[config.mk]
export PLATFORM = sky130hd
export DESIGN_NAME = cbez_ctrl
export DESIGN_NICKNAME = d
export VERILOG_FILES = /design/src/sv/cbez_pkg.sv /design/src/sv/cbez_ctrl.sv
export SDC_FILE = /design/constraint.sdc
export NUM_CORES = 1
export LEC_CHECK = 0
export BUFFER_PORTS_ARGS = -buffer_cell sky130_fd_sc_hd__clkbuf_2
export CAP_MARGIN = 20
export CORE_AREA = 3 3 40 42
export CTS_BUF_LIST = sky130_fd_sc_hd__clkbuf_16
export CTS_CLUSTER_DIAMETER = 80
export CTS_CLUSTER_SIZE = 14
export DETAILED_ROUTE_END_ITERATION = 10
export DIE_AREA = 0 0 43 45
export PLACE_DENSITY = 0.55
export SYNTH_ARGS = -nofsm -noshare
export SYNTH_HDL_FRONTEND = slang
export SYNTH_SLANG_ARGS = --single-unit
[constraint.sdc]
create_clock -name clk -period 1.2 [get_ports clk]
set_input_delay 0.12 -clock clk [delete_from_list [all_inputs] [get_ports clk]]
set_output_delay 0.12 -clock clk [all_outputs]
set_load 0.01 [all_outputs]
[src/sv/cbez_pkg.sv]
// Shared constants, types and codes for the cubic Bezier evaluator.
// No dependencies; the RTL files refer to this package by scoped names, the testbench imports it.
`timescale 1ns / 1ps

package cbez_pkg;

  // Coordinate and parameter formats
  localparam int CW    = 16;          // coordinate width, 8 fraction bits
  localparam int F     = 16;          // fraction bits of t
  localparam int TW    = F + 1;       // width of t, one integer bit
  localparam int OW    = 24;          // result width
  localparam int NAXES = 3;
  localparam int NPTS  = 4;
  localparam int REGW  = NAXES * CW;  // packed control point register
  localparam int IDXW  = 2;           // register index width

  // Datapath widths
  localparam int KW   = CW + 6;             // holds 6d, the largest coefficient
  localparam int A1W  = KW + TW + 1;        // k3*t + k2
  localparam int L1   = A1W / 2;            // low slice of first partial product split
  localparam int PLW  = L1 + TW;
  localparam int PHW  = A1W - L1 + TW + 1;
  localparam int A2W  = A1W + TW + 1;       // (k3*t + k2)*t + k1
  localparam int L2   = A2W / 2;
  localparam int QLW  = L2 + TW;
  localparam int QHW  = A2W - L2 + TW + 1;
  localparam int RW   = 3 * F + OW;         // final sum, kept modulo 2^RW
  localparam int NST  = 7;                  // register stages

  localparam logic [TW-1:0] PONE = {1'b1, {F{1'b0}}};

  // Register indexes
  localparam logic [IDXW-1:0] REG_POINT_ZERO  = 2'd0;
  localparam logic [IDXW-1:0] REG_POINT_ONE   = 2'd1;
  localparam logic [IDXW-1:0] REG_POINT_TWO   = 2'd2;
  localparam logic [IDXW-1:0] REG_POINT_THREE = 2'd3;

  typedef enum logic [1:0] {
    OP_POSITION = 2'd0,
    OP_VELOCITY = 2'd1,
    OP_ACCEL    = 2'd2,
    OP_JERK     = 2'd3
  } op_t;

  typedef logic signed [CW-1:0]  coord_t;
  typedef logic signed [KW-1:0]  kw_t;
  typedef logic signed [A1W-1:0] acc1_t;
  typedef logic signed [A2W-1:0] acc2_t;
  typedef logic signed [RW-1:0]  fin_t;

  // Power basis coefficients of one axis, with the scaled copies the
  // derivatives need
  typedef struct packed {
    kw_t a;
    kw_t b;
    kw_t c;
    kw_t c2;
    kw_t d;
    kw_t d3;
    kw_t d6;
  } coef_t;

  typedef struct packed {
    op_t           operation;
    logic [TW-1:0] curve_param;
  } in_item_t;

  typedef struct packed {
    logic signed [OW-1:0] out_x;
    logic signed [OW-1:0] out_y;
    logic signed [OW-1:0] out_z;
  } out_item_t;

endpackage

[src/sv/cbez_ctrl.sv]
// Valid tracking and per-stage load enables for the evaluation pipeline.
// Depends on cbez_pkg.
`timescale 1ns / 1ps

module cbez_ctrl (
  input  logic                     clk,
  input  logic                     rst,
  input  logic                     in_valid,
  output logic                     in_ready,
  output logic                     out_valid,
  input  logic                     out_ready,
  output logic [cbez_pkg::NST-1:0] en
);

  logic [cbez_pkg::NST-1:0] valid;
  logic [cbez_pkg::NST-1:0] valid_next;
  logic [cbez_pkg::NST-1:0] stage_ready;
  logic                     in_fire;
  logic                     out_fire;

  // A stage can take an item when empty or when its own item moves on
  assign stage_ready[cbez_pkg::NST-1] = !valid[cbez_pkg::NST-1] || out_ready;
  for (genvar i = 0; i < cbez_pkg::NST - 1; i++) begin : g_rdy
    assign stage_ready[i] = !valid[i] || stage_ready[i+1];
  end

  assign en        = {valid[cbez_pkg::NST-2:0], in_valid} & stage_ready;
  assign in_ready  = stage_ready[0];
  assign out_valid = valid[cbez_pkg::NST-1];
  assign in_fire   = in_valid && in_ready;
  assign out_fire  = out_valid && out_ready;

  // Stalled stages keep their item; ready stages take from upstream
  assign valid_next = (valid & ~stage_ready)
                    | ({valid[cbez_pkg::NST-2:0], in_valid} & stage_ready);

  always_ff @(posedge clk) begin
    if (rst) begin
      valid <= '0;
    end else begin
      valid <= valid_next;
    end
  end

`ifndef ASSERT_OFF
  // Items in flight change only by accepted inputs and delivered results
  a_count: assert property (@(posedge clk) disable iff (rst)
    !$past(rst) |-> ($countones(valid) == $countones($past(valid))
                     + int'($past(in_fire)) - int'($past(out_fire))))
    else $error("pipeline occupancy does not match transactions");

  // Input is refused only when every stage is full and the output stalls
  a_full: assert property (@(posedge clk) disable iff (rst)
    !in_ready |-> ((&valid) && !out_ready))
    else $error("input refused with room in the pipeline");

  // A stalled stage still holds its item in the next cycle
  a_hold: assert property (@(posedge clk) disable iff (rst)
    !$past(rst) |-> ((valid & $past(valid & ~stage_ready))
                     == $past(valid & ~stage_ready)))
    else $error("stalled stage dropped its item");
`endif

endmodule

==> flow_summary.yaml <==
yosys:
  postSynth.topFlopCell: "dfxtp_1"
  yosys.cell_types.count: 17
  synthArstFlopShare_pct: 0
  area_fraction_of_the_dominant_cell_type_after_synthesis_pct: 42.42
  warning_count_from_the_yosys_run: 0
  yosys-top-cells-count: "nor2_1, dfxtp_1, a21oi_1"
  synth_enable_flop_cells: 0
  synth-seq-area-share_pct: 42.42
  synth_top_cell_by_area: "dfxtp_1"
  synth_most_common_cell: "nor2_1"
  syn-mean-instance-area_sq_um: 9.438
  post_synth_instance_area_sq_um: 330.3
  synth_seq_cells: 7
  mappedNetlistNets: 39
  netlist_instances: 35
  synthTopCellsByArea: "dfxtp_1, nor2_1, nand4_4, a21oi_1, a21boi_0"
global_route:
  global_route.usage.total_pct: 9.333
  first_pass_grt_wire_length_um: 1283
  grt_remaining_overflow: 0
  grt_pass1_vias: 295
  number_of_antenna_violations_at_the_first_check_in_global_routing: 0
  maximum_number_of_pins_on_one_net_before_global_route_repair: 8
placed_design:
  port-buffer-count: 12
  place_hpwl_um: 516.5
  gp_congestion: 0.6577
  placedInstanceArea_sq_um: 435.4
routing:
  route.detailed.wl_per_inst_um: 10.26
  via_per_inst: 4.164
  detailroute.via_count: 304
  route.detailed.drc: 0
  route.antenna.remaining_nets: 0
  drt-initial-drc-count: 4
  detail_route.wirelength_um: 749
  total_iterations_of_the_first_detailed_routing_run: 2
die:
  die_y_um: 45
  die_area_sq_um: 1935
  die_width_um: 43
  initial_utilization_pct: 25.71
  placeableCoreArea_sq_um: 1285
  io_pins: 13
  core.rowCount: 13
clocking:
  clock_tree_from_tritoncts: "yes"
  hold_buffers: 0
  htree_num_levels: 1
  cts.sink_count: 7
  cts.root.buffer_cell: "clkbuf_16"
  insertion_delay_ps: 230
  cts.reportedPaths.clkPinSlew_ps: 40
  numCtsBuffers: 3
  clockBufferDepth: 2
critical_path:
  worst_path_max_delay_cell: "dfxtp_2"
  critPathKind: "flop to primary output"
  critical_path.top_delay_family: "simple AND/OR/NAND/NOR gates"
  endpoint_kind: "primary output"
  worst_path_largest_cell_delay_ps: 320
  crit_path_start_kind: "flop"
  critPathRequiredTime_ps: 1080
  critical_path_peak_fanout: 5
  critical_path.cell_chain: "and4b_2 > nand4_4 > and2_4 > buf_8"
  worst_path_buf_inv: 1
  arrival_ps: 1210
final_layout:
  utilization_pct: 44.79
  multiInputGateArea_sq_um: 178.9
  final_layout_size_suffix_gt1_share_pct: 63.79
  fin_nets: 63
  nFillCells: 125
  area.growth.synth_to_final_pct: 74.24
  final_area_sq_um: 575.6
  regArea_sq_um: 143.9
  antenna_cells_inserted: 0
sta:
  slew_viol_final: 0
  number_of_hold_slack_violations_in_the_final_timing_report: 0
  clock.fmax_mhz: 752.2
  timing.clock.skew_ps: 3.593
  unrepaired_setup_endpoints_after_global_routing: "yes"
  timing.max_slew.rel_slack_pct: 85.47
  max_slew.worst_pin.slew_ps: 217.6
  layout_setup_ws_ps: -129.4
  timing.final.setup_violations: 7
  finalCritPeriodShare_pct: 110.8
  min_period_ps: 1329
run_status:
  run_status: "finished, violations left"
  violations_in_the_final_reports: "setup timing"
worst_hold_path:
  timing.hold.worst.class: "input port to flop"
power:
  total_leakage_power_nw: 0.2923
  finalPower_mw: 0.8566
  vdd_drop_max_uv: 594.3
  cellPowerDensity_nw_per_um2: 1488
run:
  cap_viol_max_count: 0
## metal layers
| metal | share of wire, % | GRT usage (%) | up-vias |
|---|---|---|---|
| li1 | - | - | 163 |
| met1 | 40 | 9.903 | 136 |
| met2 | 57 | 15.57 | 5 |
| met3 | 3.6 | 3.984 | 0 |
| met4 | 0 | 5.422 | 0 |
| met5 | 0 | 0 | - |
## power breakdown
part / internal (mW) / switching [mW]
Clock: 0.438 / 0.132
Combinational: 0.0230 / 0.0188
Sequential: 0.239 / 0.00566
Total: 0.700 / 0.157
## through the flow
| stage | worst slack [ps] | hold slack [ps] | TNS [ps] | instances |
|---|---|---|---|---|
| global placement | 1.554 | 362.0 | 0 | 66 |
| global route | -188.7 | 146.0 | -1009 | 73 |
| floorplan | 26.61 | 182.4 | 0 | 35 |
| CTS | -146.6 | 130.2 | -837.5 | 73 |
| detailed placement | -12.75 | 367.5 | -12.75 | 66 |
| finish | -129.4 | 136.2 | -725.4 | 73 |
## logic make-up after synthesis
kind of cell	count (synthesis)	synth area share (%)
and+or+nand+nor	17	34.85
buffers and inverters	3	5.682
AOI/OAI and AO/OA	8	17.04
DFF	7	42.42
## tightest hold or removal path, cell delays in order
cell,delay (ps)
clkbuf_2,90
inv_1,60
a21oi_2,50
## worst paths after layout
check / start / to / slack [ps] / cells after the start
hold / removal: in_valid / flop / 140 / 3
hold reg to reg: flop / flop / 480 / 2
setup / recovery: flop / en[0] / -130 / 4
setup reg to reg: flop / flop / 70 / 5
## cells in the final DEF (no fill, tap or decap)
| cell | n |
|---|---|
| nor2_1 | 8 |
| clkbuf_16 | 3 |
| a21boi_2 | 2 |
| buf_6 | 3 |
| buf_8 | 1 |
| and4b_2 | 1 |
| and3b_2 | 1 |
| nor2b_1 | 2 |
| clkbuf_2 | 5 |
| a21oi_2 | 1 |
| dfxtp_1 | 4 |
| and2b_2 | 1 |
| inv_1 | 2 |
| and2_4 | 2 |
| clkinv_2 | 1 |
| and2_2 | 1 |
| buf_2 | 4 |
| a21oi_1 | 3 |
| a21boi_0 | 1 |
| dfxtp_2 | 3 |
| buf_4 | 7 |
| nand4_4 | 1 |
| a31oi_1 | 1 |
## what timing repair did
action / 4_1_cts / 5_1_grt
setup buffers: 3 / 1
setup endpoints to repair: 7 / 8
pin swaps: 5 / 2
resized for setup: 9 / 10
## area by class of cell
cell class,count,share of cell area [%]
repair buffers,20,25.43
multi-input cells,25,31.09
well taps,15,3.261
clock buffers,3,13.04
inverters,2,1.304
flip-flops and latches,7,25.00
clock inverters,1,0.8696
Note: power is estimated with default switching activity, not from simulation.
