File: src/sv/cbez_pkg.sv
// Shared constants, types and codes for the cubic Bezier evaluator.
// No dependencies; the RTL files refer to this package by scoped names, the testbench imports it.
`timescale 1ns / 1ps

package cbez_pkg;

  // Coordinate and parameter formats
  localparam int CW    = 16;          // coordinate width, 8 fraction bits
  localparam int F     = 16;          // fraction bits of t
  localparam int TW    = F + 1;       // width of t, one integer bit
  localparam int OW    = 24;          // result width
  localparam int NAXES = 3;
  localparam int NPTS  = 4;
  localparam int REGW  = NAXES * CW;  // packed control point register
  localparam int IDXW  = 2;           // register index width

  // Datapath widths
  localparam int KW   = CW + 6;             // holds 6d, the largest coefficient
  localparam int A1W  = KW + TW + 1;        // k3*t + k2
  localparam int L1   = A1W / 2;            // low slice of first partial product split
  localparam int PLW  = L1 + TW;
  localparam int PHW  = A1W - L1 + TW + 1;
  localparam int A2W  = A1W + TW + 1;       // (k3*t + k2)*t + k1
  localparam int L2   = A2W / 2;
  localparam int QLW  = L2 + TW;
  localparam int QHW  = A2W - L2 + TW + 1;
  localparam int RW   = 3 * F + OW;         // final sum, kept modulo 2^RW
  localparam int NST  = 7;                  // register stages

  localparam logic [TW-1:0] PONE = {1'b1, {F{1'b0}}};

  // Register indexes
  localparam logic [IDXW-1:0] REG_POINT_ZERO  = 2'd0;
  localparam logic [IDXW-1:0] REG_POINT_ONE   = 2'd1;
  localparam logic [IDXW-1:0] REG_POINT_TWO   = 2'd2;
  localparam logic [IDXW-1:0] REG_POINT_THREE = 2'd3;

  typedef enum logic [1:0] {
    OP_POSITION = 2'd0,
    OP_VELOCITY = 2'd1,
    OP_ACCEL    = 2'd2,
    OP_JERK     = 2'd3
  } op_t;

  typedef logic signed [CW-1:0]  coord_t;
  typedef logic signed [KW-1:0]  kw_t;
  typedef logic signed [A1W-1:0] acc1_t;
  typedef logic signed [A2W-1:0] acc2_t;
  typedef logic signed [RW-1:0]  fin_t;

  // Power basis coefficients of one axis, with the scaled copies the
  // derivatives need
  typedef struct packed {
    kw_t a;
    kw_t b;
    kw_t c;
    kw_t c2;
    kw_t d;
    kw_t d3;
    kw_t d6;
  } coef_t;

  typedef struct packed {
    op_t           operation;
    logic [TW-1:0] curve_param;
  } in_item_t;

  typedef struct packed {
    logic signed [OW-1:0] out_x;
    logic signed [OW-1:0] out_y;
    logic signed [OW-1:0] out_z;
  } out_item_t;

endpackage

File: src/sv/cbez_cfg.sv
// Control point registers and power basis coefficient formation.
// Depends on cbez_pkg.
`timescale 1ns / 1ps

module cbez_cfg (
  input  logic                                        clk,
  input  logic                                        rst,
  input  logic                                        cfg_we,
  input  logic [cbez_pkg::IDXW-1:0]                   cfg_index,
  input  logic [cbez_pkg::REGW-1:0]                   cfg_data,
  output cbez_pkg::coef_t [cbez_pkg::NAXES-1:0]       coef
);

  logic [cbez_pkg::REGW-1:0] points [cbez_pkg::NPTS];

  // Register writes
  always_ff @(posedge clk) begin
    if (rst) begin
      for (int i = 0; i < cbez_pkg::NPTS; i++) begin
        points[i] <= '0;
      end
    end else if (cfg_we) begin
      case (cfg_index)
        cbez_pkg::REG_POINT_ZERO:  points[0] <= cfg_data;
        cbez_pkg::REG_POINT_ONE:   points[1] <= cfg_data;
        cbez_pkg::REG_POINT_TWO:   points[2] <= cfg_data;
        cbez_pkg::REG_POINT_THREE: points[3] <= cfg_data;
        default: ;
      endcase
    end
  end

  // a = P0, b = 3(P1-P0), c = 3(P0-2P1+P2), d = -P0+3P1-3P2+P3
  for (genvar ax = 0; ax < cbez_pkg::NAXES; ax++) begin : g_axis
    cbez_pkg::coord_t q0, q1, q2, q3;
    cbez_pkg::kw_t    e0, e1, e2, e3;
    cbez_pkg::kw_t    diff, sec, mid, dval, cval;

    assign q0 = points[0][ax*cbez_pkg::CW +: cbez_pkg::CW];
    assign q1 = points[1][ax*cbez_pkg::CW +: cbez_pkg::CW];
    assign q2 = points[2][ax*cbez_pkg::CW +: cbez_pkg::CW];
    assign q3 = points[3][ax*cbez_pkg::CW +: cbez_pkg::CW];

    assign e0 = cbez_pkg::kw_t'(q0);
    assign e1 = cbez_pkg::kw_t'(q1);
    assign e2 = cbez_pkg::kw_t'(q2);
    assign e3 = cbez_pkg::kw_t'(q3);

    assign diff = e1 - e0;
    assign sec  = e0 - (e1 <<< 1) + e2;
    assign mid  = e1 - e2;
    assign cval = sec + (sec <<< 1);
    assign dval = e3 - e0 + mid + (mid <<< 1);

    assign coef[ax].a  = e0;
    assign coef[ax].b  = diff + (diff <<< 1);
    assign coef[ax].c  = cval;
    assign coef[ax].c2 = cval <<< 1;
    assign coef[ax].d  = dval;
    assign coef[ax].d3 = dval + (dval <<< 1);
    assign coef[ax].d6 = (dval + (dval <<< 1)) <<< 1;
  end

endmodule

File: config.mk
export PLATFORM = sky130hd
export DESIGN_NAME = cbez_cfg
export DESIGN_NICKNAME = d
export VERILOG_FILES = /design/src/sv/cbez_pkg.sv /design/src/sv/cbez_cfg.sv
export SDC_FILE = /design/constraint.sdc
export NUM_CORES = 1
export LEC_CHECK = 0
export ABC_CLOCK_PERIOD_IN_PS = 11150
export BUFFER_PORTS_ARGS = -buffer_cell sky130_fd_sc_hd__buf_2
export CAP_MARGIN = 15
export CELL_PAD_IN_SITES_DETAIL_PLACEMENT = 1
export CELL_PAD_IN_SITES_GLOBAL_PLACEMENT = 2
export CORE_MARGIN = 2
export CORE_UTILIZATION = 38
export CTS_CLUSTER_DIAMETER = 120
export DETAILED_ROUTE_END_ITERATION = 6
export GPL_ROUTABILITY_DRIVEN = 0
export PLACE_DENSITY = 0.91
export SYNTH_ARGS = -nofsm -noshare
export SYNTH_HDL_FRONTEND = slang
export SYNTH_SLANG_ARGS = --single-unit
File: constraint.sdc
create_clock -name clk -period 11.15 [get_ports clk]
set_input_delay 1.115 -clock clk [delete_from_list [all_inputs] [get_ports clk]]
set_output_delay 1.115 -clock clk [all_outputs]
set_load 0.02 [all_outputs]
==> insert_results.sql <==
INSERT INTO impl_metrics (metric_group, metric, value, unit) VALUES
('run_status', 'outcome', 'completed', ''),
('yosys', 'netlist_instances', '3215', ''),
('floorplanning', 'die_height', '276', 'µm'),
('layout', 'area_growth', '10.8', '%'),
('timing', 'maximum_frequency_from_static_timing_analysis', '112', 'MHz'),
('setup_path', 'timing.setup.critical_path_class', 'flip-flop to output pin', ''),
('timing', 'timing.max_slew.rel_slack', '34.8', '%'),
('routing', 'drt-vias-per-instance', '5.09', ''),
('yosys', 'syn_avg_cell_area', '8.72', 'µm²'),
('floorplanning', 'die_area', '76000', 'µm²'),
('setup_path', 'worst-endpoint-required', '10040', 'ps'),
('timing', 'max_slew.worst_pin.slew', '977', 'ps'),
('cts', 'cts_root_buffer', 'sky130_fd_sc_hd__clkbuf_16', ''),
('setup_path', 'worst_path_most_repeated_cell', 'sky130_fd_sc_hd__ha_1', ''),
('hold_path', 'hold-path-endpoint', 'points[1][26]', ''),
('yosys', 'ys_dominant_reg_cell', 'sky130_fd_sc_hd__edfxtp_1', ''),
('placement', 'placement.setup.worst_slack', '2960', 'ps'),
('floorplanning', 'design.portCount', '515', ''),
('setup_path', 'critical_path.startpoint_type', 'flip-flop', ''),
('setup_path', 'critical-path-slowest-cell', 'sky130_fd_sc_hd__o311ai_0', ''),
('yosys', 'synth_area_leader_cell', 'sky130_fd_sc_hd__edfxtp_1', ''),
('timing', 'drv_slew', '0', ''),
('placement', 'place_inst', '4484', ''),
('cts', 'cts.htree.levels', '4', ''),
('yosys', 'yosysSeqAreaShare', '20.6', '%'),
('timing', 'finalSetupViolCount', '0', ''),
('layout', 'registers.top_by_ff_count', 'points', ''),
('run', 'maxCapViolCount', '0', ''),
('timing', 'finalSetupTns', '0', 'ps'),
('timing', 'final_setup_margin', '2220', 'ps'),
('global_route', 'grt_start_max_net_pins', '49', ''),
('yosys', 'synth-seq-cells', '192', ''),
('layout', 'largest_register_ff_count', '192', ''),
('layout', 'layout.cells.non_filler', '4520', ''),
('layout', 'filler_cell_count', '8810', ''),
('placement', 'dpl.hpwl', '67900', 'µm'),
('floorplanning', 'core_area', '73000', 'µm²'),
('global_route', 'number_of_antenna_violations_at_the_first_check_in_global_routing', '7', ''),
('hold_path', 'hold_path_class', 'input port to flip-flop', ''),
('routing', 'drt_drc_violations_left', '0', ''),
('setup_path', 'crit_path_max_fanout', '6', ''),
('layout', 'register_area', '5770', 'µm²'),
('floorplanning', 'floorplan.die.width', '276', 'µm'),
('routing', 'wire_length_per_cell', '17.7', 'µm'),
('layout', 'drive_gt1_share', '16.2', '%'),
('global_route', 'grt-ovfl-total', '0', ''),
('global_route', 'wire_length_of_the_first_global_routing_pass', '127000', 'µm'),
('timing', 'rsz_0062_raised_after_global_routing', 'false', ''),
('cts', 'tritoncts', 'yes', ''),
('setup_path', 'worstPathArrival', '7820', 'ps'),
('timing', 'final_min_period_over_clock_period', '80.1', '%'),
('setup_path', 'worst_setup_path_end_kind', 'output pin', ''),
('cts', 'postCtsSetupRepairBufs', '0', ''),
('cts', 'numClockSinks', '192', ''),
('cts', 'cts_hold_buffers', '0', ''),
('placement', 'port_buffers', '508', ''),
('cts', 'cts_max_path_buffers', '2', ''),
('hold_path', 'worst_hold_path.num_cells', '2', ''),
('routing', 'wirelength_routed', '80200', 'µm'),
('cts', 'clkTransAtPathRegs', '90', 'ps'),
('setup_path', 'max_stage_delay', '710', 'ps'),
('yosys', 'share_of_flip_flops_with_an_asynchronous_set_or_reset_after_synthesis', '0', '%'),
('floorplanning', 'initial_core_utilization', '38.4', '%'),
('routing', 'drt-pass1-iter-count', '5', ''),
('cts', 'cts_resized', '0', ''),
('routing', 'via_count', '23003', ''),
('floorplanning', 'placement_rows', '99', ''),
('yosys', 'synth_cell_types', '73', ''),
('timing', 'final_hold_viol_count', '0', ''),
('routing', 'drt.antenna.violating_nets', '0', ''),
('yosys', 'cell_types_occupying_the_most_area_after_synthesis', 'sky130_fd_sc_hd__edfxtp_1 21%, sky130_fd_sc_hd__ha_1 17%, sky130_fd_sc_hd__fa_1 11%, sky130_fd_sc_hd__xnor2_1 7.1%, sky130_fd_sc_hd__inv_1 6.9%', '');
## synthesized netlist by cell type, drive strengths merged (58+ instances only)
master	number
nand2	133
xnor2	226
a21o	61
nand3	58
edfxtp	192
and2	205
a21oi	184
xor2	66
buf	181
nor2	188
ha	376
inv	519
o21ai	129
nor3	75
fa	157
## how the worst max path moves through the flow
stage                            to  slack [ps]           from
final                     coef[194]        2220  points[1][16]
after global routing      coef[348]        1730  points[1][33]
after floorplan           coef[194]        2980  points[1][16]
after detailed placement  coef[348]        2960  points[1][33]
after CTS                 coef[194]        2330  points[1][16]
after global placement    coef[348]        3110  points[1][33]
## cells in the final DEF (no fill, tap or decap), drive strengths merged, types with 75 or more instances in the layout
master,instances
inv,524
buf,512
ha,376
xnor2,226
and2,205
edfxtp,192
nor2,188
a21oi,184
fa,157
nand2,133
o21ai,129
nor3,75
## critical path, delay by kind of cell, from the launching register on
kind	cells	cell delay [ps]
and+or+nand+nor	5	790
DFF	1	400
xor gates and xnor gates	2	380
adders and majority gates	6	2130
buffers and inverters	3	390
AOI/OAI and AO/OA	11	3210
## routing by layer
metal / vias up / global-route usage [%] / part of all wire (%)
met5: - / 0 / 0.036
met4: 4 / 5.05 / 1.8
li1: 11372 / - / -
met1: 11147 / 26.6 / 45
met3: 80 / 2.96 / 4.1
met2: 400 / 37.4 / 49
## logic make-up (layout without fill, tap and decap cells)
group	after synthesis	after routing	synth area share (%)
other	1	10	0.0134
adders and majority gates	533	533	28.0
xor gates and xnor gates	292	292	9.12
and+or+nand+nor	847	847	15.6
AOI/OAI and AO/OA	622	622	14.5
muxes	2	2	0.0714
buffers and inverters	726	1063	12.1
DFF	192	192	20.6
## per-stage QoR
step	hold WS, ps	area, µm²	util (%)
finish	932	31100	42.6
CTS	897	31000	42.6
detailed placement	1430	30400	41.7
global route	920	31100	42.6
global placement	1430	30400	41.7
floorplan	1310	28100	-
## final cells by class
class / instances / share of cell area [%]
multi-input combinational: 2302 / 61.0
sequential: 192 / 18.6
timing repair buffer: 512 / 8.28
inverter: 519 / 6.27
tap: 959 / 3.86
clock buffer: 17 / 1.37
clock inverter: 15 / 0.628
antenna: 4 / 0.0322
Power is not shown: default switching activity piles up to over one toggle a cycle in this logic, so the estimate is an artifact.
